### src/rtl/crt_pkg.sv
`default_nettype none

package crt_pkg;

    localparam int BUFFER_BYTES = 128;
    localparam int NODE_SLOTS   = 128;
    localparam int SLOT_COUNT   = 2 * NODE_SLOTS;
    localparam int SLOT_W       = $clog2(SLOT_COUNT);
    localparam int LEN_W        = $clog2(BUFFER_BYTES + 1);
    localparam int BYTE_W       = 8;
    localparam int LANES        = 8;
    localparam int LANE_W       = $clog2(LANES);
    localparam int ROWS         = (BUFFER_BYTES + LANES - 1) / LANES;
    localparam int ROW_W        = $clog2(ROWS);
    localparam int ADDR_W       = LANE_W + ROW_W;
    localparam int BANK_W       = SLOT_W + ROW_W;
    localparam int BANK_DEPTH   = 2 ** BANK_W;
    localparam int MAX_EMIT     = 128;
    localparam int CMP_W        = 10;
    localparam int CRC_BYTES    = 2;
    localparam int TLEN_W       = 8;
    localparam int NODE_W       = 7;
    localparam int TYPE_W       = 16;
    localparam int TID_W        = 5;
    localparam int PAY_W        = 3;
    localparam int CNT_W        = 4;
    localparam int DATA_W       = 64;

    localparam int TAIL_SOT     = 7;
    localparam int TAIL_EOT     = 6;
    localparam int TAIL_TOG     = 5;

    localparam logic [TYPE_W-1:0] TYPE_A_RESET = 16'd1034;
    localparam logic [TYPE_W-1:0] TYPE_B_RESET = 16'd1030;

    localparam int APB_ADDR_W  = 3;
    localparam int APB_DATA_W  = 32;
    localparam int REG_SEL_BIT = 2;

    localparam logic REG_TYPE_A = 1'b0;
    localparam logic REG_TYPE_B = 1'b1;

    typedef struct packed {
        logic              frame_extended;
        logic [28:0]       frame_id;
        logic [3:0]        frame_length;
        logic [DATA_W-1:0] frame_data;
    } frame_t;

    typedef struct packed {
        logic              channel;
        logic [NODE_W-1:0] source_node;
        logic [DATA_W-1:0] beat_data;
        logic [CNT_W-1:0]  beat_bytes;
        logic              beat_last;
        logic [TLEN_W-1:0] transfer_length;
    } beat_t;

    typedef struct packed {
        logic [TYPE_W-1:0] type_a;
        logic [TYPE_W-1:0] type_b;
    } cfg_t;

    typedef struct packed {
        logic             active;
        logic [TID_W-1:0] tid;
        logic             toggle;
        logic [LEN_W-1:0] length;
    } meta_t;

    typedef struct packed {
        logic              en;
        logic [SLOT_W-1:0] addr;
    } meta_rd_t;

    typedef struct packed {
        logic              en;
        logic [SLOT_W-1:0] addr;
        meta_t             data;
    } meta_wr_t;

    typedef struct packed {
        logic              en;
        logic [SLOT_W-1:0] slot;
        logic [LEN_W-1:0]  base;
        logic [PAY_W-1:0]  count;
        logic [DATA_W-1:0] data;
    } buf_wr_t;

    typedef struct packed {
        logic              en;
        logic [SLOT_W-1:0] slot;
        logic [LEN_W-1:0]  pos;
    } buf_rd_t;

    typedef enum logic [2:0] {
        ST_IDLE,
        ST_CHECK,
        ST_META,
        ST_EMIT_RD,
        ST_EMIT_WR
    } state_t;

endpackage

`default_nettype wire

### src/rtl/crt_meta.sv
`default_nettype none

module crt_meta
    import crt_pkg::*;
(
    input  wire logic     clk,
    input  wire logic     rst_n,
    input  wire meta_rd_t rd,
    input  wire meta_wr_t wr,
    output meta_t         rd_data
);

    meta_t                 meta_mem [SLOT_COUNT];
    logic [SLOT_COUNT-1:0] valid_reg;
    meta_t                 q_reg;
    logic                  q_valid_reg;

    always_ff @(posedge clk)
    begin
        if (wr.en)
        begin
            meta_mem[wr.addr] <= wr.data;
        end
        if (rd.en)
        begin
            q_reg <= meta_mem[rd.addr];
        end
    end

    // slots never written read as the reset state
    always_ff @(posedge clk or negedge rst_n)
    begin
        if (!rst_n)
        begin
            valid_reg   <= '0;
            q_valid_reg <= 1'b0;
        end
        else
        begin
            if (wr.en)
            begin
                valid_reg[wr.addr] <= 1'b1;
            end
            if (rd.en)
            begin
                q_valid_reg <= valid_reg[rd.addr];
            end
        end
    end

    assign rd_data = q_valid_reg ? q_reg : '0;

endmodule

`default_nettype wire

### config.mk
export PLATFORM = sky130hd
export DESIGN_NAME = crt_meta
export DESIGN_NICKNAME = d
export VERILOG_FILES = /design/src/rtl/crt_pkg.sv /design/src/rtl/crt_meta.sv
export SDC_FILE = /design/constraint.sdc
export NUM_CORES = 2
export LEC_CHECK = 0
export ABC_AREA = 0
export BUFFER_PORTS_ARGS = -buffer_cell sky130_fd_sc_hd__buf_2
export CAP_MARGIN = 20
export CORE_UTILIZATION = 60
export DETAILED_ROUTE_END_ITERATION = 12
export GPL_TIMING_DRIVEN = 0
export PLACE_DENSITY = 0.76
export SLEW_MARGIN = 10
export SYNTH_ARGS = -nofsm -noshare
export SYNTH_HDL_FRONTEND = slang
export SYNTH_SLANG_ARGS = --single-unit
### constraint.sdc
create_clock -name clk -period 2.7 [get_ports clk]
set_clock_uncertainty 0.05 [all_clocks]
set_input_delay 0 -clock clk [delete_from_list [all_inputs] [get_ports clk]]
set_output_delay 0 -clock clk [all_outputs]
set_load 0.01 [all_outputs]
# Word-level counts from Yosys, hierarchy flattened

Memories as Yosys holds them, arrays and structs flattened. A register that Yosys moved wholly into a read port is not among the register bits.
Cells that the tools add are included.

Register bits: 257
RAM bits: 3840
Input bits: 35
Output and inout bits: 15
Word-level logic and storage cells: 15
Memories: 1

Memory list:

| name     | depth | width | read ports | clocked after memory_dff | wr ports | line           | text |
|---|---|---|---|---|---|---|---|
| meta_mem | 256   | 15    | 1          | 1                        | 1        | crt_meta.sv:13 | `meta_t meta_mem [SLOT_COUNT];` |

$lt $le $gt $ge: 3
Multiplexer cells: 7
Bitwise gates (word level): 1
Reductions and logical operators: 1

Operator list:

| kind                                                                                | count |
|---|---|
| 256-bit bitwise OR                                                                  | 1 |
| 8-bit by 9-bit less-than comparator with 1-bit output, second input constant        | 2 |
| 15-bit two-way mux                                                                  | 1 |
| 1-bit binary-select mux with 8-bit select                                           | 1 |
| 1-bit demux with 8-bit select                                                       | 1 |
| 8-bit by 1-bit greater-or-equal comparator with 1-bit output, second input constant | 1 |
| 1-bit two-way mux                                                                   | 4 |
| 1-bit logical AND                                                                   | 1 |

# Longest topological paths before layout

Depth after elaboration: 5
Depth in mapped cells: 12

# Least setup slack after synthesis

No wires, ideal clock.

Kind: input to register
Start: in rd[0] (netlist name)
End: reg, netlist name q_reg[0]
Library setup time: 0.267 ns
Arrival time: 2.281 ns
Path slack: 0.102 ns
Stages: 10
Path through: buf_6 buf_4 buf_2 buf_1 mux4_2 a22o_1 a221oi_1 o22ai_1 o21ai_0 nand4_1

RTL lines:

| element            | line          | text |
|---|---|---|
| start: declaration | crt_meta.sv:8 | `input wire meta_rd_t rd,` |

==> impl_results.md <==
- Post-synth top area cell: edfxtp_1
- Setup CP Type: in2reg
- DP Area: 0.166 mm^2
- Drt wl/cell: 41.7 um
- Vert. Die Dim: 512 um
- Share of cells above drive strength 1: 36.2%
- Core footprint: 0.258 mm^2
- Final Max Tran Viols: 0
- Overall routed net length: 478 mm
- Num CTS Buffers: 408
- Post-synth EDFFs: 3855
- Detailed-placement wirelength estimate: 296 mm
- Final ANT Viol Nets: 0
- Leakage: 59.5 nW
- Max FFs per register: 3840
- Worst Hold Class: in2reg
- Initial antenna violation count: 35
- Top sig layer: met5
- First-pass GRT wire length: 649 mm
- PwrDens: 742 mW/mm^2
- Largest cells by area after synthesis: edfxtp_1 (74%), mux4_2 (14%), dfrtp_1 (4.1%), a22o_1 (1.4%), a221oi_1 (1.3%)
- Setup Fix Bufs, Post-CTS: 0
- Port Buffers: 39
- Final Cell Area: 0.183 mm^2
- Syn nets: 6982
- Worst skew pair latency: 1040 ps
- Worst EP arrival: 3810 ps
- Row count: 186
- YS warnings: 0
- Setup crit end kind: flop
- Period utilization: 111%
- Met1 WL: 157 mm
- Residual DRC: 0
- Vias in the first global route: 83.1k
- Vias after detailed routing: 84.0k
- TNS Setup: -18830 ps
- Synth top area share: 74.2%
- Hold Fails Final Rpt: 0
- CTS tree: yes
- Synthesized area: 0.156 mm^2
- DR vias/cell: 7.32
- Reg2reg setup slack: -90 ps
- Initial DRC Count: 14.7k
- Unrepaired setup endpoints after global routing: yes
- CTS clk-pin slew, worst paths: 60 ps
- Most used DFF post-synth: edfxtp_1
- Outcome: complete, but fails checks
- CP required: 3520 ps
- Overall Global Routing Usage: 36.3%
- IO Pins: 50
- Clock root cell: clkbuf_16
- Met3 Routed Length: 68.4 mm
- Die area: 0.262 mm^2
- Post-Layout Cell Count: 11.5k
- Post-synth top cells: edfxtp_1 (3855), mux4_2 (1003), nor2_1 (268)
- Yosys reg bits: 4112
- RePlAce Congestion: 1.04
- CTS Sinks: 4112
- FMAX: 0.335 GHz
- GRT overflow: 0
- Slew HR: 10.6%
- Failing checks: setup timing
- Detailed Routing Iterations Pass 1: 9
- PnR Total Power: 136 mW
- Max-cap violations: 0
- Fillers: 13.9k
- Met2 routed WL: 218 mm
- Layout Utilization: 70.9%
- Critical Path Fanout Max: 10
- Die Width: 512 um
- Unique cell type count in the Yosys netlist: 44
- Worst-Margin Slew: 1340 ps
- DP Cell Count: 10.7k
- Asr flop ratio synth: 6.25%
- Largest net degree at the start of global routing: 145
- Area grow syn2layout: 17.0%
- Crit path launch type: input pin
- Count leader, synth: edfxtp_1
- Final min period: 2990 ps
- H-tree lvl count: 5
- Initial cell density of the core: 60.6%
- Cells after Synth: 6947
- Setup violations, final: 260
- Sequential fraction of the synthesis area: 78.3%
- Peak VDD IR: 0.670 mV
- Fin worst setup slack: -288 ps
- Nets: 7776
- Post-synthesis area per instance: 22.5 um^2
- Maximum clock insertion buffer count: 4
## per-layer routing
layer / track usage [%] / vias up
met5: 0.420 / -
met4: 22.0 / 14
met3: 11.9 / 1474
met2: 53.8 / 7544
met1: 47.2 / 43700
li1: - / 31300
## area by class of cell
class	count	area [um^2]	area share [%]
Tap cell	3384	4230	2.32
Clock inverter	233	2360	1.29
Timing Repair Buffer	385	5770	3.16
Multi-Input combinational cell	2410	34700	19.0
Buffer	419	2520	1.38
Inverter	5	18.8	0.0103
Sequential cell	4112	122000	66.9
Antenna cell	18	45.0	0.0247
Clock buffer	501	10800	5.89
## critical path: stages
cell and delay, ps:
buf_2 220, inv_1 170, clkbuf_4 300, buf_16 220
nor2_1 360, clkbuf_4 550, clkbuf_1 490, a22o_1 300
a221oi_2 90, o22ai_1 740, o21ai_1 190, nand4_1 140
## power breakdown
part | internal, mW | switching [mW] | leakage (nW)
clock | 32.5 | 24.2 | 6.45
combinational | 2.90 | 5.55 | 14.9
sequential | 70.2 | 0.243 | 38.2
total | 106 | 30.0 | 59.5
## through the flow
stage,worst slack [ps],hold WS [ps]
after floorplan,102,-346
after global placement,-4590,392
after detailed placement,-3390,-25.2
after CTS,0.117,0.458
after global routing,-83.3,6.52
final,-288,33.0
## cell usage in the layout, fill, tap and decap left out, drive strengths merged, types with 2 or more instances in the layout
cell / netlist / routed
clkdlybuf4s15: 0 / 7
mux4: 1011 / 1011
nor3: 7 / 7
clkinv: 0 / 168
clkinvlp: 0 / 10
and3: 2 / 2
inv: 5 / 16
a21oi: 3 / 3
o211ai: 2 / 2
nand4: 25 / 25
nand2b: 4 / 4
a22oi: 4 / 4
and2: 17 / 17
buf: 173 / 483
nor4: 4 / 4
clkbuf: 247 / 758
a211oi: 5 / 5
dfrtp: 257 / 257
nand4b: 2 / 2
edfxtp: 3855 / 3855
bufinv: 0 / 44
nand2: 33 / 33
mux2: 4 / 4
a2111oi: 2 / 2
or2: 257 / 257
nor2: 268 / 268
o221ai: 10 / 10
o21ai: 61 / 61
dlygate4sd3: 0 / 57
nand3: 30 / 30
nor2b: 13 / 13
o22ai: 125 / 125
a221oi: 240 / 240
diode: 0 / 18
mux2i: 33 / 33
a22o: 241 / 241
## cells by family after synthesis
kind of cell | Yosys count | share of synthesized area, %
flops | 4112 | 78.3
simple gates | 664 | 2.15
buf+inv | 425 | 1.13
mux | 1048 | 14.9
compound gates | 698 | 3.57
## worst paths after layout
kind / startpoint / endpoint / cells after the start
max in group asynchronous: rst_n / valid_reg[232] / 5
worst max register to register: meta_mem[91][1] / q_reg[1] / 6
worst max-delay path: rd[4] / q_reg[8] / 12
worst min register to register: valid_reg[219] / valid_reg[219] / 1
min in group asynchronous: rst_n / valid_reg[91] / 4
worst min-delay path: wr[3] / meta_mem[236][3] / 3
## what timing repair did
| item | CTS | global route |
|---|---|---|
| pin swaps | 7 | 6 |
| hold buffers | 63 | 0 |
| endpoints found under the setup margin | 16 | 66 |
| gates resized for setup | 531 | 146 |
| hold endpoints to repair | 4052 | 0 |
Note: power is estimated with default switching activity, not from simulation.
