`config.mk`:
```
export PLATFORM = sky130hd
export DESIGN_NAME = crt_cfg
export DESIGN_NICKNAME = d
export VERILOG_FILES = /design/src/rtl/crt_pkg.sv /design/src/rtl/crt_cfg.sv
export SDC_FILE = /design/constraint.sdc
export NUM_CORES = 1
export LEC_CHECK = 0
export BUFFER_PORTS_ARGS = -buffer_cell sky130_fd_sc_hd__buf_2
export CORE_UTILIZATION = 45
export DETAILED_ROUTE_END_ITERATION = 10
export HOLD_SLACK_MARGIN = 0.12
export PLACE_DENSITY = 0.85
export SKIP_CTS_REPAIR_TIMING = 1
export SLEW_MARGIN = 20
export SYNTH_ARGS = -nofsm -noshare
export SYNTH_HDL_FRONTEND = slang
export SYNTH_SLANG_ARGS = --single-unit
```
`constraint.sdc`:
```
create_clock -name clk -period 1.75 [get_ports clk]
set_input_delay 0.2625 -clock clk [delete_from_list [all_inputs] [get_ports clk]]
set_output_delay 0.2625 -clock clk [all_outputs]
set_load 0.005 [all_outputs]
```
`src/rtl/crt_pkg.sv`:
```
`default_nettype none

package crt_pkg;

    localparam int BUFFER_BYTES = 128;
    localparam int NODE_SLOTS   = 128;
    localparam int SLOT_COUNT   = 2 * NODE_SLOTS;
    localparam int SLOT_W       = $clog2(SLOT_COUNT);
    localparam int LEN_W        = $clog2(BUFFER_BYTES + 1);
    localparam int BYTE_W       = 8;
    localparam int LANES        = 8;
    localparam int LANE_W       = $clog2(LANES);
    localparam int ROWS         = (BUFFER_BYTES + LANES - 1) / LANES;
    localparam int ROW_W        = $clog2(ROWS);
    localparam int ADDR_W       = LANE_W + ROW_W;
    localparam int BANK_W       = SLOT_W + ROW_W;
    localparam int BANK_DEPTH   = 2 ** BANK_W;
    localparam int MAX_EMIT     = 128;
    localparam int CMP_W        = 10;
    localparam int CRC_BYTES    = 2;
    localparam int TLEN_W       = 8;
    localparam int NODE_W       = 7;
    localparam int TYPE_W       = 16;
    localparam int TID_W        = 5;
    localparam int PAY_W        = 3;
    localparam int CNT_W        = 4;
    localparam int DATA_W       = 64;

    localparam int TAIL_SOT     = 7;
    localparam int TAIL_EOT     = 6;
    localparam int TAIL_TOG     = 5;

    localparam logic [TYPE_W-1:0] TYPE_A_RESET = 16'd1034;
    localparam logic [TYPE_W-1:0] TYPE_B_RESET = 16'd1030;

    localparam int APB_ADDR_W  = 3;
    localparam int APB_DATA_W  = 32;
    localparam int REG_SEL_BIT = 2;

    localparam logic REG_TYPE_A = 1'b0;
    localparam logic REG_TYPE_B = 1'b1;

    typedef struct packed {
        logic              frame_extended;
        logic [28:0]       frame_id;
        logic [3:0]        frame_length;
        logic [DATA_W-1:0] frame_data;
    } frame_t;

    typedef struct packed {
        logic              channel;
        logic [NODE_W-1:0] source_node;
        logic [DATA_W-1:0] beat_data;
        logic [CNT_W-1:0]  beat_bytes;
        logic              beat_last;
        logic [TLEN_W-1:0] transfer_length;
    } beat_t;

    typedef struct packed {
        logic [TYPE_W-1:0] type_a;
        logic [TYPE_W-1:0] type_b;
    } cfg_t;

    typedef struct packed {
        logic             active;
        logic [TID_W-1:0] tid;
        logic             toggle;
        logic [LEN_W-1:0] length;
    } meta_t;

    typedef struct packed {
        logic              en;
        logic [SLOT_W-1:0] addr;
    } meta_rd_t;

    typedef struct packed {
        logic              en;
        logic [SLOT_W-1:0] addr;
        meta_t             data;
    } meta_wr_t;

    typedef struct packed {
        logic              en;
        logic [SLOT_W-1:0] slot;
        logic [LEN_W-1:0]  base;
        logic [PAY_W-1:0]  count;
        logic [DATA_W-1:0] data;
    } buf_wr_t;

    typedef struct packed {
        logic              en;
        logic [SLOT_W-1:0] slot;
        logic [LEN_W-1:0]  pos;
    } buf_rd_t;

    typedef enum logic [2:0] {
        ST_IDLE,
        ST_CHECK,
        ST_META,
        ST_EMIT_RD,
        ST_EMIT_WR
    } state_t;

endpackage

`default_nettype wire

```
`src/rtl/crt_cfg.sv`:
```
`default_nettype none

module crt_cfg
    import crt_pkg::*;
(
    input  wire logic                  clk,
    input  wire logic                  rst_n,
    input  wire logic                  psel,
    input  wire logic                  penable,
    input  wire logic                  pwrite,
    input  wire logic [APB_ADDR_W-1:0] paddr,
    input  wire logic [APB_DATA_W-1:0] pwdata,
    output logic      [APB_DATA_W-1:0] prdata,
    output logic                       pready,
    output cfg_t                       cfg
);

    logic [TYPE_W-1:0] type_a_reg;
    logic [TYPE_W-1:0] type_b_reg;
    logic              wr_go;

    assign pready = 1'b1;
    assign wr_go  = psel && penable && pwrite && pready;

    always_ff @(posedge clk or negedge rst_n)
    begin
        if (!rst_n)
        begin
            type_a_reg <= TYPE_A_RESET;
            type_b_reg <= TYPE_B_RESET;
        end
        else if (wr_go)
        begin
            case (paddr[REG_SEL_BIT])
                REG_TYPE_A: type_a_reg <= pwdata[TYPE_W-1:0];
                REG_TYPE_B: type_b_reg <= pwdata[TYPE_W-1:0];
                default:    ;
            endcase
        end
    end

    always_comb
    begin
        case (paddr[REG_SEL_BIT])
            REG_TYPE_A: prdata = APB_DATA_W'(type_a_reg);
            REG_TYPE_B: prdata = APB_DATA_W'(type_b_reg);
            default:    prdata = '0;
        endcase
    end

    assign cfg.type_a = type_a_reg;
    assign cfg.type_b = type_b_reg;

endmodule

`default_nettype wire

```
## After elaboration in Yosys (flattened, before gate mapping)

Index checks and enable logic that the tools add are counted.

| operators by class | value |
|---|---|
| mux-type cells | 1 |
| $mul | 0 |
| shift-type cells | 0 |
| div/mod/pow operators | 0 |
| bitwise logic cells | 1 |
| equality and inequality tests | 0 |
| reductions and logical operators | 4 |
| add/sub/neg operators | 0 |
| order comparisons | 0 |

Operators with widths:

| operator | count |
|---|---|
| $pmux 32 s2 | 1 |
| $reduce_and 2->1 | 2 |
| $logic_and 1x1->1 | 2 |
| $not 1->1 | 1 |

| word-level totals | value |
|---|---|
| memory bits (read-only) | 0 |
| flip-flop bits (word level) | 32 |
| bits in latches | 0 |
| memories kept | 0 |
| bits in writable memories | 0 |
| input port bits | 40 |

## Longest topological paths before layout

Gate-level depths: netlist (run 1).

| depth | value |
|---|---|
| depth after elaboration | 3 |
| mapped depth | 4 |

## Worst setup path after synthesis (run 1)

OpenSTA, ideal clock, no wires.

| path | value |
|---|---|
| path type | input -> output |
| start | in paddr[2] |
| end | out prdata[10] |
| arrival | 0.940 ns |
| path slack | 0.547 ns |
| cell stages on the path | 3 |
| required time | 1.487 ns |
| path through | buf_6 > buf_2 > mux2_2 |

| on the way | value |
|---|---|
| cells in the longest elaborated chain, start to end | 2 |

RTL lines:

| what | line | source |
|---|---|---|
| from (decl) | crt_cfg.sv:11 | `input wire logic [APB_ADDR_W-1:0] paddr,` |
| $not 1->1 | - |  |
| $pmux 32 s2 (*) | crt_cfg.sv:44 | `case (paddr[REG_SEL_BIT])` |
| to (decl) | crt_cfg.sv:13 | `output logic [APB_DATA_W-1:0] prdata,` |

Mark *: on every way between the ends. The rest lies on a longest branch, timed or not. The select of a mux whose other input is x is not followed.

## Final worst setup path (run 1)

| path | value |
|---|---|
| start | in paddr[2] |
| end | out prdata[4] |

The elaborated chain is that of the path after synthesis.

==> results of run 1 <==
critical path, stage by stage:
cell and delay (ns):
buf_2 0.17, buf_4 0.27, mux2_2 0.36, buf_2 0.13
power breakdown:
group          switching, mW  internal, mW  total, mW
clock network          0.237         0.299      0.537
registers              0.116         0.925       1.04
logic                  0.226         0.404      0.630
total                  0.579          1.63       2.21
per-stage QoR:
stage	power (mW)	instance area, um2	util [%]
floorplan	1.39	1660	-
global placement	1.67	1910	56.2
detailed placement	1.69	1910	56.2
CTS	2.24	1980	58.5
global route	2.38	1990	58.8
finish	2.21	1990	58.8
cells by family after synthesis:
kind of cell | share of synthesized area [%]
multiplexers | 36.0
flip-flops | 50.4
other | 0.468
buffers and inverters | 10.4
AND/OR/NAND/NOR | 2.81
synth_stat cells:
master and n:
conb_1 2, buf_4 17, dfstp_2 6, buf_2 1
nand4_4 1, nand4b_4 1, mux2_4 10, mux2_2 38
dfrtp_1 26, buf_6 3
layout make-up:
class	count	share of cell area, %
sequential	32	40.6
multi-input combinational	67	34.5
timing repair buffer	71	18.2
tap	46	2.89
clock buffer	6	2.07
clock inverter	2	1.76
final timing paths:
path | slack (ns) | cells after the start | to
hold / removal | 0.18 | 2 | type_a_reg[7]
min in group asynchronous | 0.51 | 2 | type_b_reg[7]
setup / recovery | 0.30 | 4 | prdata[4]
max in group asynchronous | 0.80 | 2 | type_a_reg[2]
setup reg to reg | 0.96 | 1 | type_a_reg[12]
hold reg to reg | 0.53 | 1 | type_b_reg[13]
per-layer routing:
layer  vias up  GRT usage, %  wire (um)  part of all wire [%]
met2        55          25.3       1320                    47
met5         -             0          0                     0
met4         0          6.67         19                  0.68
met3         2          6.83        173                   6.2
met1       502          19.2       1300                    46
li1        479             -          -                     -
==> metrics, run 1 <==
drt total wl 2810 um; Syn. warnings 0; arrival time at the worst endpoint 1.19 ns; critical path class primary input to output pin; Root Buffer clkbuf_4; cell taking the most area after synthesis dfrtp_1; antenna violations before repair 0; cell area after synthesis 1610 um2; count of final setup violators 0; synthesis-to-finish area growth 24.1%; vias per cell 4.63; pwr dens 1110 nW/um2; total number of vias 1,038; Avg Inst Size Synth 15.3 um2; grt ovf 0; row cnt 21; DP Wirelength 2000 um; Setup crit end kind output pin; worst r2r src type_a_reg[12]; Reg area 808 um2; die width 61.7 um; Slew headroom 54.9%; fin crit share 83.1%; first-pass GRT wire length 4210 um; RSZ-0062 raised after global routing no; Layout Nets 217; Post-Layout Cell Count 224; Synth area leaders dfrtp_1, mux2_2, dfstp_2; DR iter-0 viols 18; CTS tree done; most common cell after layout, fill and taps aside buf_2; area of the die 3810 um2; Cells after Synth 105; maximum VDD drop 0.530 mV; CP Max Fanout 13; Tmin final 1.45 ns; global placer's final weighted congestion 0.593; Skew-Pair Late Insertion Delay 0.31 ns; # H-tree levels 2; footprint of the multi-input gates 687 um2; Die Span Y 61.7 um; share of cells above drive strength 1 74.7%; IO Pins 105; setup_tns 0 ns; P_leak 1.04 nW; post-synth top area share 40.5%; worst slew pin tran 0.676 ns; Residual DRC 0; status finished clean; CTS buffer count 5; IO Port Bufs 69; critical path startpoint paddr[2]; fin. max-slew vios 0; Final WS setup 0.295 ns; FILL cells 296; Seq/Total Area, Yosys 50.4%; Sink Count 32; CTS clk-pin slew, worst paths 0.10 ns; pre-CTS WS 0.295 ns; clock buffer depth 2; starting density of the core 47.4%; ANT nets after route 0; Inst Count DP 215; Hold Crit Start pwdata[7]; vias in the first global route 915; Cell variety after synth 10; core area 3390 um2; # diodes 0; overall routing resource usage 16.0%; Yosys reg bits 32; tightest hold margin 0.181 ns; max-cap viol count 0; achievable frequency 0.687 GHz; largest net degree at the start of global routing 33; Worst Hold Class primary input to flip-flop; WP data required 1.49 ns; final number of hold-violating endpoints 0; Wirelength per Cell 12.5 um; crit start category primary input; Layout Skew 0 ns; most frequent cells in the layout buf_2, mux2_2, dfrtp_1; 1st-pass router iterations 6
No activity file was read; power rests on OpenSTA's default activity.
==> inputs of run 2 (changes only) <==
Settings changed: CORE_UTILIZATION 45 to 38, PLACE_DENSITY 0.85 to 0.76.
Clock period 1.75 ns to 1.23 ns, I/O delays scaled along.
==> metrics, run 2 (synthesis gave the netlist of run 1 again) <==
status complete, but fails checks (was finished clean); failing checks setup timing; Post-Layout Cell Count 240 (was 224); fin. max-slew vios 0 (unchanged); antenna violations before repair 0 (unchanged); most common cell after layout, fill and taps aside buf_2 (unchanged); Wirelength per Cell 12.7 um (was 12.5 um); final number of hold-violating endpoints 0 (unchanged); Layout Skew 0 ns (unchanged); vias per cell 4.48 (was 4.63); Layout Nets 229 (was 217); starting density of the core 39.8% (was 47.4%); Final WS setup -0.0220 ns (was 0.295 ns); CP peak stage delay 0.40 ns (was 0.36 ns); IO Pins 105 (unchanged); global placer's final weighted congestion 0.667 (was 0.593); met2 Use GR 22.7% (was 25.3%); critical path's top delay family flip-flops (was buffers and inverters); DP Wirelength 2120 um (was 2000 um); achievable frequency 0.799 GHz; first-pass GRT wire length 4690 um (was 4210 um); Critical Path Stages 2 (was 4); core area 4030 um2 (was 3390 um2); Residual DRC 0 (unchanged); overall routing resource usage 14.6% (was 16.0%); clock buffer depth 2 (unchanged); ordered list of cells on the worst path mux2_2, buf_2 (was buf_2, buf_4, mux2_2, buf_2); Sink Count 32 (unchanged); gr busiest metal met2 (unchanged); DR iter-0 viols 15 (was 18); met1 global-route usage 18.5% (was 19.2%); CTS clk-pin slew, worst paths 0.07 ns (was 0.10 ns); Psw 0.884 mW (was 0.579 mW); setup_tns -0.114 ns (was 0 ns); CTS tree done (unchanged); Int Power 2.55 mW (was 1.63 mW); pwr dens 1560 nW/um2 (was 1110 nW/um2); share of cells above drive strength 1 76.3% (was 74.7%); Clk network pwr share 25.6% (was 24.3%); vias in the first global route 966 (was 915); 1st-pass router iterations 3 (was 6); crit start category flip-flop (was primary input); sequential share of power 43.2% (was 47.1%); critical path class flip-flop to output pin (was primary input to output pin); area of the die 4490 um2 (was 3810 um2); die width 67.0 um (was 61.7 um); pre-CTS WS 0.0240 ns (was 0.295 ns); grt ovf 0 (unchanged); sw frac 25.8% (was 26.2%); WP data required 1.05 ns (was 1.49 ns); Worst path slowest cell dfrtp_1 (was mux2_2); tightest hold margin 0.146 ns (was 0.181 ns); met3 Usage GRT 3.42% (was 6.83%); ANT nets after route 0 (unchanged); CTS buffer count 5 (unchanged); Setup crit end kind output pin (unchanged); WHS Path Cells 2 (unchanged); total number of vias 1,076 (was 1,038); Root Buffer clkbuf_8 (was clkbuf_4); synthesis-to-finish area growth 36.9% (was 24.1%); count of final setup violators 13 (was 0); RSZ-0062 raised after global routing yes (was no); drt total wl 3060 um (was 2810 um); most frequent cells in the layout buf_2, mux2_2, dfrtp_1 (unchanged); Inst Count DP 224 (was 215); Pwr Total 3.43 mW (was 2.21 mW); # diodes 0 (unchanged); maximum VDD drop 0.886 mV (was 0.530 mV); largest net degree at the start of global routing 33 (unchanged); critical path buffer and inverter count 1 (was 3); max-cap viol count 0 (unchanged); Register-to-Register Path Depth 2 (was 1); row cnt 23 (was 21); P_leak 1.16 nW (was 1.04 nW); Skew-Pair Late Insertion Delay 0.28 ns (was 0.31 ns); Worst Hold Class primary input to flip-flop (unchanged); # H-tree levels 2 (unchanged); Tmin final 1.25 ns; Comb pwr share 31.2% (was 28.5%); CP Max Fanout 3 (was 13); IO Port Bufs 69 (unchanged); Die Span Y 67.0 um (was 61.7 um); arrival time at the worst endpoint 1.07 ns (was 1.19 ns); fin crit share 102%
## run 2: metrics by stage
| step | util, % | cell area, um2 |
|---|---|---|
| 5_1_grt | 54.6 | 2200 |
| 3_5_place_dp | 49.3 | 1990 |
| 6_report | 54.6 | 2200 |
| 3_3_place_gp | 49.3 | 1990 |
| 2_1_floorplan | - | 1660 |
| 4_1_cts | 51.8 | 2090 |
## run 2: metal layers
layer	wire length (um)	vias to the layer above
met5	0	-
met4	48	0
li1	-	503
met3	201	5
met1	1380	515
met2	1430	53
## run 2: cell type report
cell class / instances / area [um2]
flip-flops and latches: 32 / 808
multi-input cells: 67 / 706
well taps: 50 / 62.6
fillers: 353 / 1830
clock buffers: 8 / 100
repair buffers: 83 / 522
## run 2: worst paths after layout
path / endpoint / slack (ns) / start
max: prdata[4] / -0.02 / type_a_reg[4]
min: type_a_reg[5] / 0.15 / pwdata[5]
max reg2reg: type_a_reg[6] / 0.34 / type_a_reg[6]
min reg2reg: type_b_reg[6] / 0.53 / type_b_reg[6]
max in group asynchronous: type_b_reg[2] / 0.46 / rst_n
min in group asynchronous: type_b_reg[7] / 0.45 / rst_n
## run 2: power groups by stage
| stage | clock network, mW | registers [mW] | logic (mW) |
|---|---|---|---|
| 2_1_floorplan | 0 | 1.50 | 0.481 |
| 5_1_grt | 0.956 | 1.52 | 1.17 |
| 4_1_cts | 0.919 | 1.48 | 0.928 |
| 3_5_place_dp | 0 | 1.50 | 0.926 |
| 3_3_place_gp | 0 | 1.49 | 0.909 |
| 6_report | 0.878 | 1.48 | 1.07 |
