File: config.mk
export PLATFORM = sky130hd
export DESIGN_NAME = crt_ctrl
export DESIGN_NICKNAME = d
export VERILOG_FILES = /design/src/rtl/crt_pkg.sv /design/src/rtl/crt_ctrl.sv
export SDC_FILE = /design/constraint.sdc
export NUM_CORES = 1
export LEC_CHECK = 0
export BUFFER_PORTS_ARGS = -buffer_cell sky130_fd_sc_hd__buf_2
export CAP_MARGIN = 25
export CORE_AREA = 2 2 169 171
export DETAILED_ROUTE_END_ITERATION = 8
export DIE_AREA = 0 0 171 173
export GPL_ROUTABILITY_DRIVEN = 0
export PLACE_DENSITY = 0.68
export SKIP_CTS_REPAIR_TIMING = 1
export SLEW_MARGIN = 20
export SYNTH_ARGS = -nofsm -noshare
export SYNTH_HDL_FRONTEND = slang
export SYNTH_SLANG_ARGS = --single-unit
File: constraint.sdc
create_clock -name clk -period 11 [get_ports clk]
set_clock_uncertainty 0.1 [all_clocks]
set_input_delay 2.2 -clock clk [delete_from_list [all_inputs] [get_ports clk]]
set_output_delay 2.2 -clock clk [all_outputs]
set_load 0.05 [all_outputs]
File: src/rtl/crt_pkg.sv
`default_nettype none

package crt_pkg;

    localparam int BUFFER_BYTES = 128;
    localparam int NODE_SLOTS   = 128;
    localparam int SLOT_COUNT   = 2 * NODE_SLOTS;
    localparam int SLOT_W       = $clog2(SLOT_COUNT);
    localparam int LEN_W        = $clog2(BUFFER_BYTES + 1);
    localparam int BYTE_W       = 8;
    localparam int LANES        = 8;
    localparam int LANE_W       = $clog2(LANES);
    localparam int ROWS         = (BUFFER_BYTES + LANES - 1) / LANES;
    localparam int ROW_W        = $clog2(ROWS);
    localparam int ADDR_W       = LANE_W + ROW_W;
    localparam int BANK_W       = SLOT_W + ROW_W;
    localparam int BANK_DEPTH   = 2 ** BANK_W;
    localparam int MAX_EMIT     = 128;
    localparam int CMP_W        = 10;
    localparam int CRC_BYTES    = 2;
    localparam int TLEN_W       = 8;
    localparam int NODE_W       = 7;
    localparam int TYPE_W       = 16;
    localparam int TID_W        = 5;
    localparam int PAY_W        = 3;
    localparam int CNT_W        = 4;
    localparam int DATA_W       = 64;

    localparam int TAIL_SOT     = 7;
    localparam int TAIL_EOT     = 6;
    localparam int TAIL_TOG     = 5;

    localparam logic [TYPE_W-1:0] TYPE_A_RESET = 16'd1034;
    localparam logic [TYPE_W-1:0] TYPE_B_RESET = 16'd1030;

    localparam int APB_ADDR_W  = 3;
    localparam int APB_DATA_W  = 32;
    localparam int REG_SEL_BIT = 2;

    localparam logic REG_TYPE_A = 1'b0;
    localparam logic REG_TYPE_B = 1'b1;

    typedef struct packed {
        logic              frame_extended;
        logic [28:0]       frame_id;
        logic [3:0]        frame_length;
        logic [DATA_W-1:0] frame_data;
    } frame_t;

    typedef struct packed {
        logic              channel;
        logic [NODE_W-1:0] source_node;
        logic [DATA_W-1:0] beat_data;
        logic [CNT_W-1:0]  beat_bytes;
        logic              beat_last;
        logic [TLEN_W-1:0] transfer_length;
    } beat_t;

    typedef struct packed {
        logic [TYPE_W-1:0] type_a;
        logic [TYPE_W-1:0] type_b;
    } cfg_t;

    typedef struct packed {
        logic             active;
        logic [TID_W-1:0] tid;
        logic             toggle;
        logic [LEN_W-1:0] length;
    } meta_t;

    typedef struct packed {
        logic              en;
        logic [SLOT_W-1:0] addr;
    } meta_rd_t;

    typedef struct packed {
        logic              en;
        logic [SLOT_W-1:0] addr;
        meta_t             data;
    } meta_wr_t;

    typedef struct packed {
        logic              en;
        logic [SLOT_W-1:0] slot;
        logic [LEN_W-1:0]  base;
        logic [PAY_W-1:0]  count;
        logic [DATA_W-1:0] data;
    } buf_wr_t;

    typedef struct packed {
        logic              en;
        logic [SLOT_W-1:0] slot;
        logic [LEN_W-1:0]  pos;
    } buf_rd_t;

    typedef enum logic [2:0] {
        ST_IDLE,
        ST_CHECK,
        ST_META,
        ST_EMIT_RD,
        ST_EMIT_WR
    } state_t;

endpackage

`default_nettype wire

File: src/rtl/crt_ctrl.sv
`default_nettype none

module crt_ctrl
    import crt_pkg::*;
(
    input  wire logic              clk,
    input  wire logic              rst_n,
    input  wire logic              frame_valid,
    output logic                   frame_stall,
    input  wire frame_t            frame,
    output logic                   beat_valid,
    input  wire logic              beat_stall,
    output beat_t                  beat,
    input  wire cfg_t              cfg,
    output meta_rd_t               meta_rd,
    output meta_wr_t               meta_wr,
    input  wire meta_t             meta_q,
    output buf_wr_t                buf_wr,
    output buf_rd_t                buf_rd,
    input  wire logic [DATA_W-1:0] buf_q
);

    state_t            state_reg;
    state_t            state_next;
    frame_t            frame_reg;
    logic [SLOT_W-1:0] slot_reg;
    logic              ch_reg;
    logic [NODE_W-1:0] src_reg;
    logic [BYTE_W-1:0] tail_reg;
    logic [PAY_W-1:0]  pay_reg;
    logic [LEN_W-1:0]  pos_reg;
    logic [LEN_W-1:0]  left_reg;
    logic [TLEN_W-1:0] tlen_reg;
    logic [CNT_W-1:0]  cnt_reg;
    logic              last_reg;
    beat_t             beat_reg;
    beat_t             beat_next;
    logic              beat_valid_reg;
    logic              beat_valid_next;

    // frame decode
    logic [TYPE_W-1:0] dec_type;
    logic [NODE_W-1:0] dec_src;
    logic              dec_hit_a;
    logic              dec_hit_b;
    logic [3:0]        dec_len;
    logic [PAY_W-1:0]  dec_tail_idx;
    logic [BYTE_W-1:0] dec_tail;
    logic              dec_keep;
    logic [SLOT_W-1:0] dec_slot;

    // slot update
    logic              upd_sot;
    logic              upd_eot;
    logic              upd_tog;
    logic [TID_W-1:0]  upd_tid;
    logic [LEN_W:0]    upd_sum;
    logic              upd_fits;
    logic              upd_mismatch;
    logic [LEN_W-1:0]  upd_len;
    meta_t             upd_meta;
    logic              upd_buf_go;
    logic [LEN_W-1:0]  upd_base;
    logic              upd_emit;
    logic [LEN_W-1:0]  upd_pos;
    logic [LEN_W-1:0]  upd_count;
    logic [LEN_W-1:0]  upd_n;

    logic              out_free;
    logic              beat_load;
    logic [DATA_W-1:0] beat_data_masked;

    always_comb
    begin
        dec_type     = frame_reg.frame_id[23:8];
        dec_src      = frame_reg.frame_id[NODE_W-1:0];
        dec_hit_a    = dec_type == cfg.type_a;
        dec_hit_b    = dec_type == cfg.type_b;
        dec_len      = (frame_reg.frame_length > 4'd8) ? 4'd8 : frame_reg.frame_length;
        dec_tail_idx = PAY_W'(dec_len - 4'd1);
        dec_tail     = frame_reg.frame_data[{dec_tail_idx, 3'b000} +: BYTE_W];
        dec_keep     = frame_reg.frame_extended && !frame_reg.frame_id[7]
                       && (dec_hit_a || dec_hit_b)
                       && ({1'b0, dec_src} < 8'(NODE_SLOTS))
                       && (dec_len != 4'd0);
        dec_slot     = SLOT_W'(dec_src) + (dec_hit_a ? SLOT_W'(0) : SLOT_W'(NODE_SLOTS));
    end

    always_comb
    begin
        upd_sot      = tail_reg[TAIL_SOT];
        upd_eot      = tail_reg[TAIL_EOT];
        upd_tog      = tail_reg[TAIL_TOG];
        upd_tid      = tail_reg[TID_W-1:0];
        upd_sum      = (LEN_W+1)'(meta_q.length) + (LEN_W+1)'(pay_reg);
        upd_fits     = upd_sum <= (LEN_W+1)'(BUFFER_BYTES);
        upd_mismatch = !meta_q.active || (upd_tid != meta_q.tid)
                       || (upd_tog != meta_q.toggle);
        upd_len      = upd_fits ? LEN_W'(upd_sum) : meta_q.length;
        upd_meta     = meta_q;
        upd_buf_go   = 1'b0;
        upd_base     = '0;
        upd_emit     = 1'b0;
        upd_pos      = '0;
        upd_count    = '0;
        if (upd_sot)
        begin
            upd_meta.active = !upd_eot;
            upd_meta.tid    = upd_tid;
            upd_meta.toggle = 1'b1;
            upd_meta.length = LEN_W'(pay_reg);
            upd_buf_go      = 1'b1;
            upd_emit        = upd_eot;
            upd_count       = LEN_W'(pay_reg);
        end
        else if (upd_mismatch)
        begin
            upd_meta.active = 1'b0;
        end
        else
        begin
            upd_meta.active = !upd_eot;
            upd_meta.toggle = !meta_q.toggle;
            upd_meta.length = upd_len;
            upd_buf_go      = upd_fits;
            upd_base        = meta_q.length;
            upd_emit        = upd_eot;
            // strip the leading transfer crc
            if (upd_len >= LEN_W'(CRC_BYTES))
            begin
                upd_pos   = LEN_W'(CRC_BYTES);
                upd_count = upd_len - LEN_W'(CRC_BYTES);
            end
            else
            begin
                upd_count = upd_len;
            end
        end
        upd_n = (CMP_W'(upd_count) > CMP_W'(MAX_EMIT)) ? LEN_W'(MAX_EMIT) : upd_count;
    end

    assign out_free = !beat_valid_reg || !beat_stall;

    always_comb
    begin
        state_next = state_reg;
        case (state_reg)
            ST_IDLE:
            begin
                if (frame_valid)
                begin
                    state_next = ST_CHECK;
                end
            end
            ST_CHECK:   state_next = dec_keep ? ST_META : ST_IDLE;
            ST_META:    state_next = upd_emit ? ST_EMIT_RD : ST_IDLE;
            ST_EMIT_RD: state_next = out_free ? ST_EMIT_WR : ST_EMIT_RD;
            ST_EMIT_WR: state_next = last_reg ? ST_IDLE : ST_EMIT_RD;
            default:    state_next = ST_IDLE;
        endcase
    end

    always_comb
    begin
        frame_stall  = state_reg != ST_IDLE;
        meta_rd.en   = (state_reg == ST_CHECK) && dec_keep;
        meta_rd.addr = dec_slot;
        meta_wr.en   = state_reg == ST_META;
        meta_wr.addr = slot_reg;
        meta_wr.data = upd_meta;
        buf_wr.en    = (state_reg == ST_META) && upd_buf_go;
        buf_wr.slot  = slot_reg;
        buf_wr.base  = upd_base;
        buf_wr.count = pay_reg;
        buf_wr.data  = frame_reg.frame_data;
        buf_rd.en    = (state_reg == ST_EMIT_RD) && out_free;
        buf_rd.slot  = slot_reg;
        buf_rd.pos   = pos_reg;
        beat_load    = state_reg == ST_EMIT_WR;
    end

    // lanes past the byte count read as zero
    always_comb
    begin
        for (int k = 0; k < LANES; k++)
        begin
            beat_data_masked[k*BYTE_W +: BYTE_W] =
                (CNT_W'(k) < cnt_reg) ? buf_q[k*BYTE_W +: BYTE_W] : '0;
        end
    end

    always_comb
    begin
        beat_next                 = beat_reg;
        beat_valid_next           = beat_valid_reg;
        if (beat_valid_reg && !beat_stall)
        begin
            beat_valid_next = 1'b0;
        end
        if (beat_load)
        begin
            beat_next.channel         = ch_reg;
            beat_next.source_node     = src_reg;
            beat_next.beat_data       = beat_data_masked;
            beat_next.beat_bytes      = cnt_reg;
            beat_next.beat_last       = last_reg;
            beat_next.transfer_length = tlen_reg;
            beat_valid_next           = 1'b1;
        end
    end

    always_ff @(posedge clk or negedge rst_n)
    begin
        if (!rst_n)
        begin
            state_reg      <= ST_IDLE;
            beat_valid_reg <= 1'b0;
        end
        else
        begin
            state_reg      <= state_next;
            beat_valid_reg <= beat_valid_next;
        end
    end

    always_ff @(posedge clk)
    begin
        beat_reg <= beat_next;
        if (frame_valid && !frame_stall)
        begin
            frame_reg <= frame;
        end
        if (state_reg == ST_CHECK)
        begin
            slot_reg <= dec_slot;
            ch_reg   <= !dec_hit_a;
            src_reg  <= dec_src;
            tail_reg <= dec_tail;
            pay_reg  <= dec_tail_idx;
        end
        if ((state_reg == ST_META) && upd_emit)
        begin
            pos_reg  <= upd_pos;
            left_reg <= upd_n;
            tlen_reg <= TLEN_W'(upd_n);
        end
        else if (buf_rd.en)
        begin
            pos_reg  <= pos_reg + LEN_W'(LANES);
            left_reg <= (left_reg > LEN_W'(LANES)) ? left_reg - LEN_W'(LANES) : '0;
        end
        if (buf_rd.en)
        begin
            cnt_reg  <= (left_reg > LEN_W'(LANES)) ? CNT_W'(LANES) : CNT_W'(left_reg);
            last_reg <= !(left_reg > LEN_W'(LANES));
        end
    end

    assign beat_valid = beat_valid_reg;
    assign beat       = beat_reg;

endmodule

`default_nettype wire

Yosys cells after proc, flatten, opt, wreduce, memory -nomap -nowiden. Cells that the tools add are included.

Bits in registers: 238. Input port bits: 213. Output and inout bits: 221. Logic and storage cells: 119.

Add/subtract/negate cells: 6. Magnitude comparators: 13. Equality and inequality tests: 9. Shifts and indexed selects: 1. Multiplexer cells: 34. Reduce and logical (&&, ||, !) cells: 27.

Operators with widths (count): two-way mux 8 bit (13); variable part select 64 x 7 -> 8 bit (1); equality test 16 bit (2); two-way mux 9 bit (2); < comparator 3 x 4 -> 1 bit (first input constant) (4); case mux 3 bit (5 select lines) (1); two-way mux 2 bit (6); adder 8 x 3 -> 9 bit (1); less-or-equal comparator 9 x 8 -> 1 bit (second input constant) (1); logical AND 1 bit (9); zero test 1 bit (9); adder 7 x 8 -> 8 bit (1); adder 8 x 4 -> 8 bit (second input constant) (1); >= comparator 8 x 2 -> 1 bit (second input constant) (1); > comparator 8 x 4 -> 1 bit (second input constant) (1); > comparator 8 bit (second input constant) (1); < comparator 1 x 4 -> 1 bit (first input constant) (2); < comparator 2 x 4 -> 1 bit (first input constant) (2); two-way mux 1 bit (8); subtractor 8 x 2 -> 8 bit (second input constant) (1); subtractor 8 x 4 -> 8 bit (second input constant) (1); equality test 3 x 2 -> 1 bit (second input constant) (2); two-way mux 3 bit (2); two-way mux 5 bit (1); 13 further kinds (17).

Depth between registers and ports, before layout.
Word-level depth: 10. Gate-level depth with buffers: 15. Depth with buffers taken out: 14.

Worst setup path after synthesis. Ideal clock, no wire load.

Kind: in2out. Start point: input port meta_q[0] (netlist name). End point: output port meta_wr[1] (netlist name). Arrival time: 5.687 ns. Required time: 8.700 ns. Setup slack: 3.013 ns. Stages: 12. Buffers on the path: 1. Cell sequence: ha_1 > fa_1 > or3b_1 > a21o_1 > a221oi_4 > a31o_4 > and2_1 > clkbuf_1 > mux2i_1 > nor2_1 > a21oi_1 > o21ai_0.

RTL lines: start: declaration (line crt_ctrl.sv:17) `input wire meta_t meta_q,`; end: declaration (line crt_ctrl.sv:16) `output meta_wr_t meta_wr,`.

==> run summary <==
Final Max Tran Viols - 0
Final HPWL DP - 19880 um
WP data required - 8.70 ns
Hold_ws - 0.3166 ns
Final worst slack - 3.280 ns
Total number of vias - 6739
I/O pin count - 434
Mapped Avg Cell Area - 14.78 um^2
Compound-Gate Fraction of Synth Area - 0.03491
DR WL/cell - 17.62 um
Final WL - 25550 um
Top cell type by total area after synthesis - edfxtp_1
Critical path peak fanout - 6
Worst-Skew Late Latency - 0.51 ns
Fillers - 2501
Root Buffer - clkbuf_16
Initial antenna violation count - 2
Tightest Hold Check Type - reg -> reg
Worst-margin pin slew - 0.9437 ns
Vias in the first global route - 6892
Adder and majority gate portion of the synthesized area - 0.01046
First-pass GRT wire length - 37920 um
Asr flop ratio synth - 0.01754
Most frequent CP cell - buf_2
Peak per-stage delay on the critical path - 0.45 ns
Post-synth EDFFs - 224
Worst Hold Launch - tlen_reg[7]$_DFFE_PP_
Post-synthesis sequential area ratio - 0.6637
Combinational family with the most area after synthesis - simple AND/OR/NAND/NOR gates
CP Launch Type - input port
Post-layout nets - 1276
Synth top area cells - edfxtp_1 (65%), buf_4 (6.6%), xor2_1 (3.7%), mux4_2 (3.5%), nor2b_1 (3.2%)
Mapped Area - 10290 um^2
Final clock period utilization by the worst path - 0.7018
Initial DRC Count - 252
Hold Crit Depth - 0
Clock slew at reported path FFs - 0.06 ns
CTS H-tree depth - 1
Synth-to-layout area growth - 27.05%
Final TNS setup - 0 ns
Worst-path cell chain - buf_2 -> ha_1 -> fa_1 -> or3b_1 -> a21o_1 -> a221oi_4 -> a31o_4 -> and2_1 -> mux2i_1 -> nor2_1 -> a21oi_1 -> o21ai_0 -> buf_2
Synth unique cells - 58
Layout cell share with drive strength beyond 1 - 0.4818
Initial Util - 0.3723
Port Buf Inserts - 426
Synthesized netlist cell count - 696
Total Power - 2.794 mW
Chip height - 173 um
Die area - 29580 um^2
DRT antenna net count - 0
# rows - 61
Number of remaining DRC errors - 0
Final hold vios - 0
XOR/XNOR share of the synthesized area - 0.04343
Max IR drop VDD - 145.6 uV
Pre-CTS setup slack - 3.306 ns
Setup Crit Path Kind - in -> out
Bufs on Longest Clock Path - 3
Max reg flops - 85
Relative slew slack - 0.3694
Upper clock frequency limit - 129.5 MHz
CP Launch Point - meta_q[0]
Most common library cells after synthesis - edfxtp_1 (224), buf_4 (91), nor2b_1 (53)
Synth Warn # - 0
Grt ovf - 0
Final worst path period need - 7.720 ns
Max stage delay cell, worst path - fa_1
RSZ-0062 raised after global routing - no
CTS Buf Count - 25
Sink Count - 228
Synth top area share - 0.6539
Simple-gate area share of the yosys netlist - 0.1119
Pin count of the biggest net entering global routing - 86
Status - finished, final reports clean
Max-cap viol count - 0
Lkg Pwr - 5.327 nW
Synth Flop Type - edfxtp_1
CTS tree - done
PD cells - 213.8 nW/um^2
Multiplexer area fraction after synthesis - 0.05887
Setup violators final - 0
GRT Util Overall - 0.1663
Flip-flop and latch count after synthesis - 228
Critical R2R Launch - pay_reg[0]$_DFFE_PP_
Vias per std cell - 4.648
R2R cell count - 13
Crit path DAT - 5.42 ns
Finished Layout Cells - 1450
Count leader, synth - edfxtp_1
Core ar. - 27630 um^2
Drt pass-1 iters - 4
Worst Setup End Kind - output port
Cell total after placement - 1403
Die Width - 171 um
## area by class of cell
type,instances,area [um^2],share of cell area
flip-flops and latches,228,6827,0.5224
multi-input cells,351,2693,0.2060
repair buffers,435,2215,0.1695
clock buffers,28,636.9,0.04873
well taps,378,473.0,0.03619
clock inverters,15,168.9,0.01292
inverters,14,53.80,0.004117
diodes,1,2.502,0.0001915
## power breakdown
part / switching, mW / internal, mW / leakage, nW
Sequential: 0.0749 / 1.08 / 2.14
Clock: 0.322 / 0.505 / 0.391
Combinational: 0.581 / 0.228 / 2.80
## layer usage
metal / global-route usage / wire length, um
met1: 0.1759 / 8980
met5: 0 / 0
met4: 0.06285 / 985
met3: 0.04555 / 2181
met2: 0.3101 / 13410
## worst max-delay path, delay by kind of cell
family / cells / cell delay, ns
AO/OA/AOI/OAI: 5 / 1.06
adder cells (fa/ha/maj): 2 / 0.68
buffers and inverters: 2 / 0.38
multiplexers: 1 / 0.36
AND/OR/NAND/NOR: 3 / 0.74
## logic make-up after synthesis
logic type	count (synthesis)
DFF	228
and+or+nand+nor	204
buffers and inverters	118
xor gates and xnor gates	51
AOI/OAI and AO/OA	49
muxes	37
adders and majority gates	8
other	1
## metrics by stage
stage,utilization,cell area [um^2]
5_1_grt,0.4730,13070
3_3_place_gp,0.4424,12220
2_1_floorplan,-,10290
4_1_cts,0.4716,13030
3_5_place_dp,0.4424,12220
6_report,0.4730,13070
## worst paths after layout
| kind | to | slack [ns] |
|---|---|---|
| hold reg to reg | beat[7]$_DFFE_PP_ | 0.32 |
| setup reg to reg | left_reg[0]$_DFFE_PP_ | 6.21 |
| hold / removal | beat[7]$_DFFE_PP_ | 0.32 |
| min in group asynchronous | beat_valid$_DFFE_PN0P_ | 1.37 |
| max in group asynchronous | state_reg[2]$_DFFE_PN0P_ | 9.31 |
| setup / recovery | meta_wr[1] | 3.28 |
## layout by cell type, fill, tap and decap left out, types with 6 or more instances in the layout
cell / count
buf_2: 428
edfxtp_1: 224
nor2b_1: 52
xor2_1: 43
nor2_1: 35
and2_1: 27
clkbuf_16: 25
nand2_1: 20
nor3_1: 19
a21oi_1: 18
mux4_2: 16
mux2_2: 14
nor4_1: 13
inv_1: 12
clkinv_1: 8
xnor2_1: 8
or3_1: 7
ha_1: 7
nand3_1: 6
buf_4: 6
Note: power is estimated with default switching activity, not from simulation.
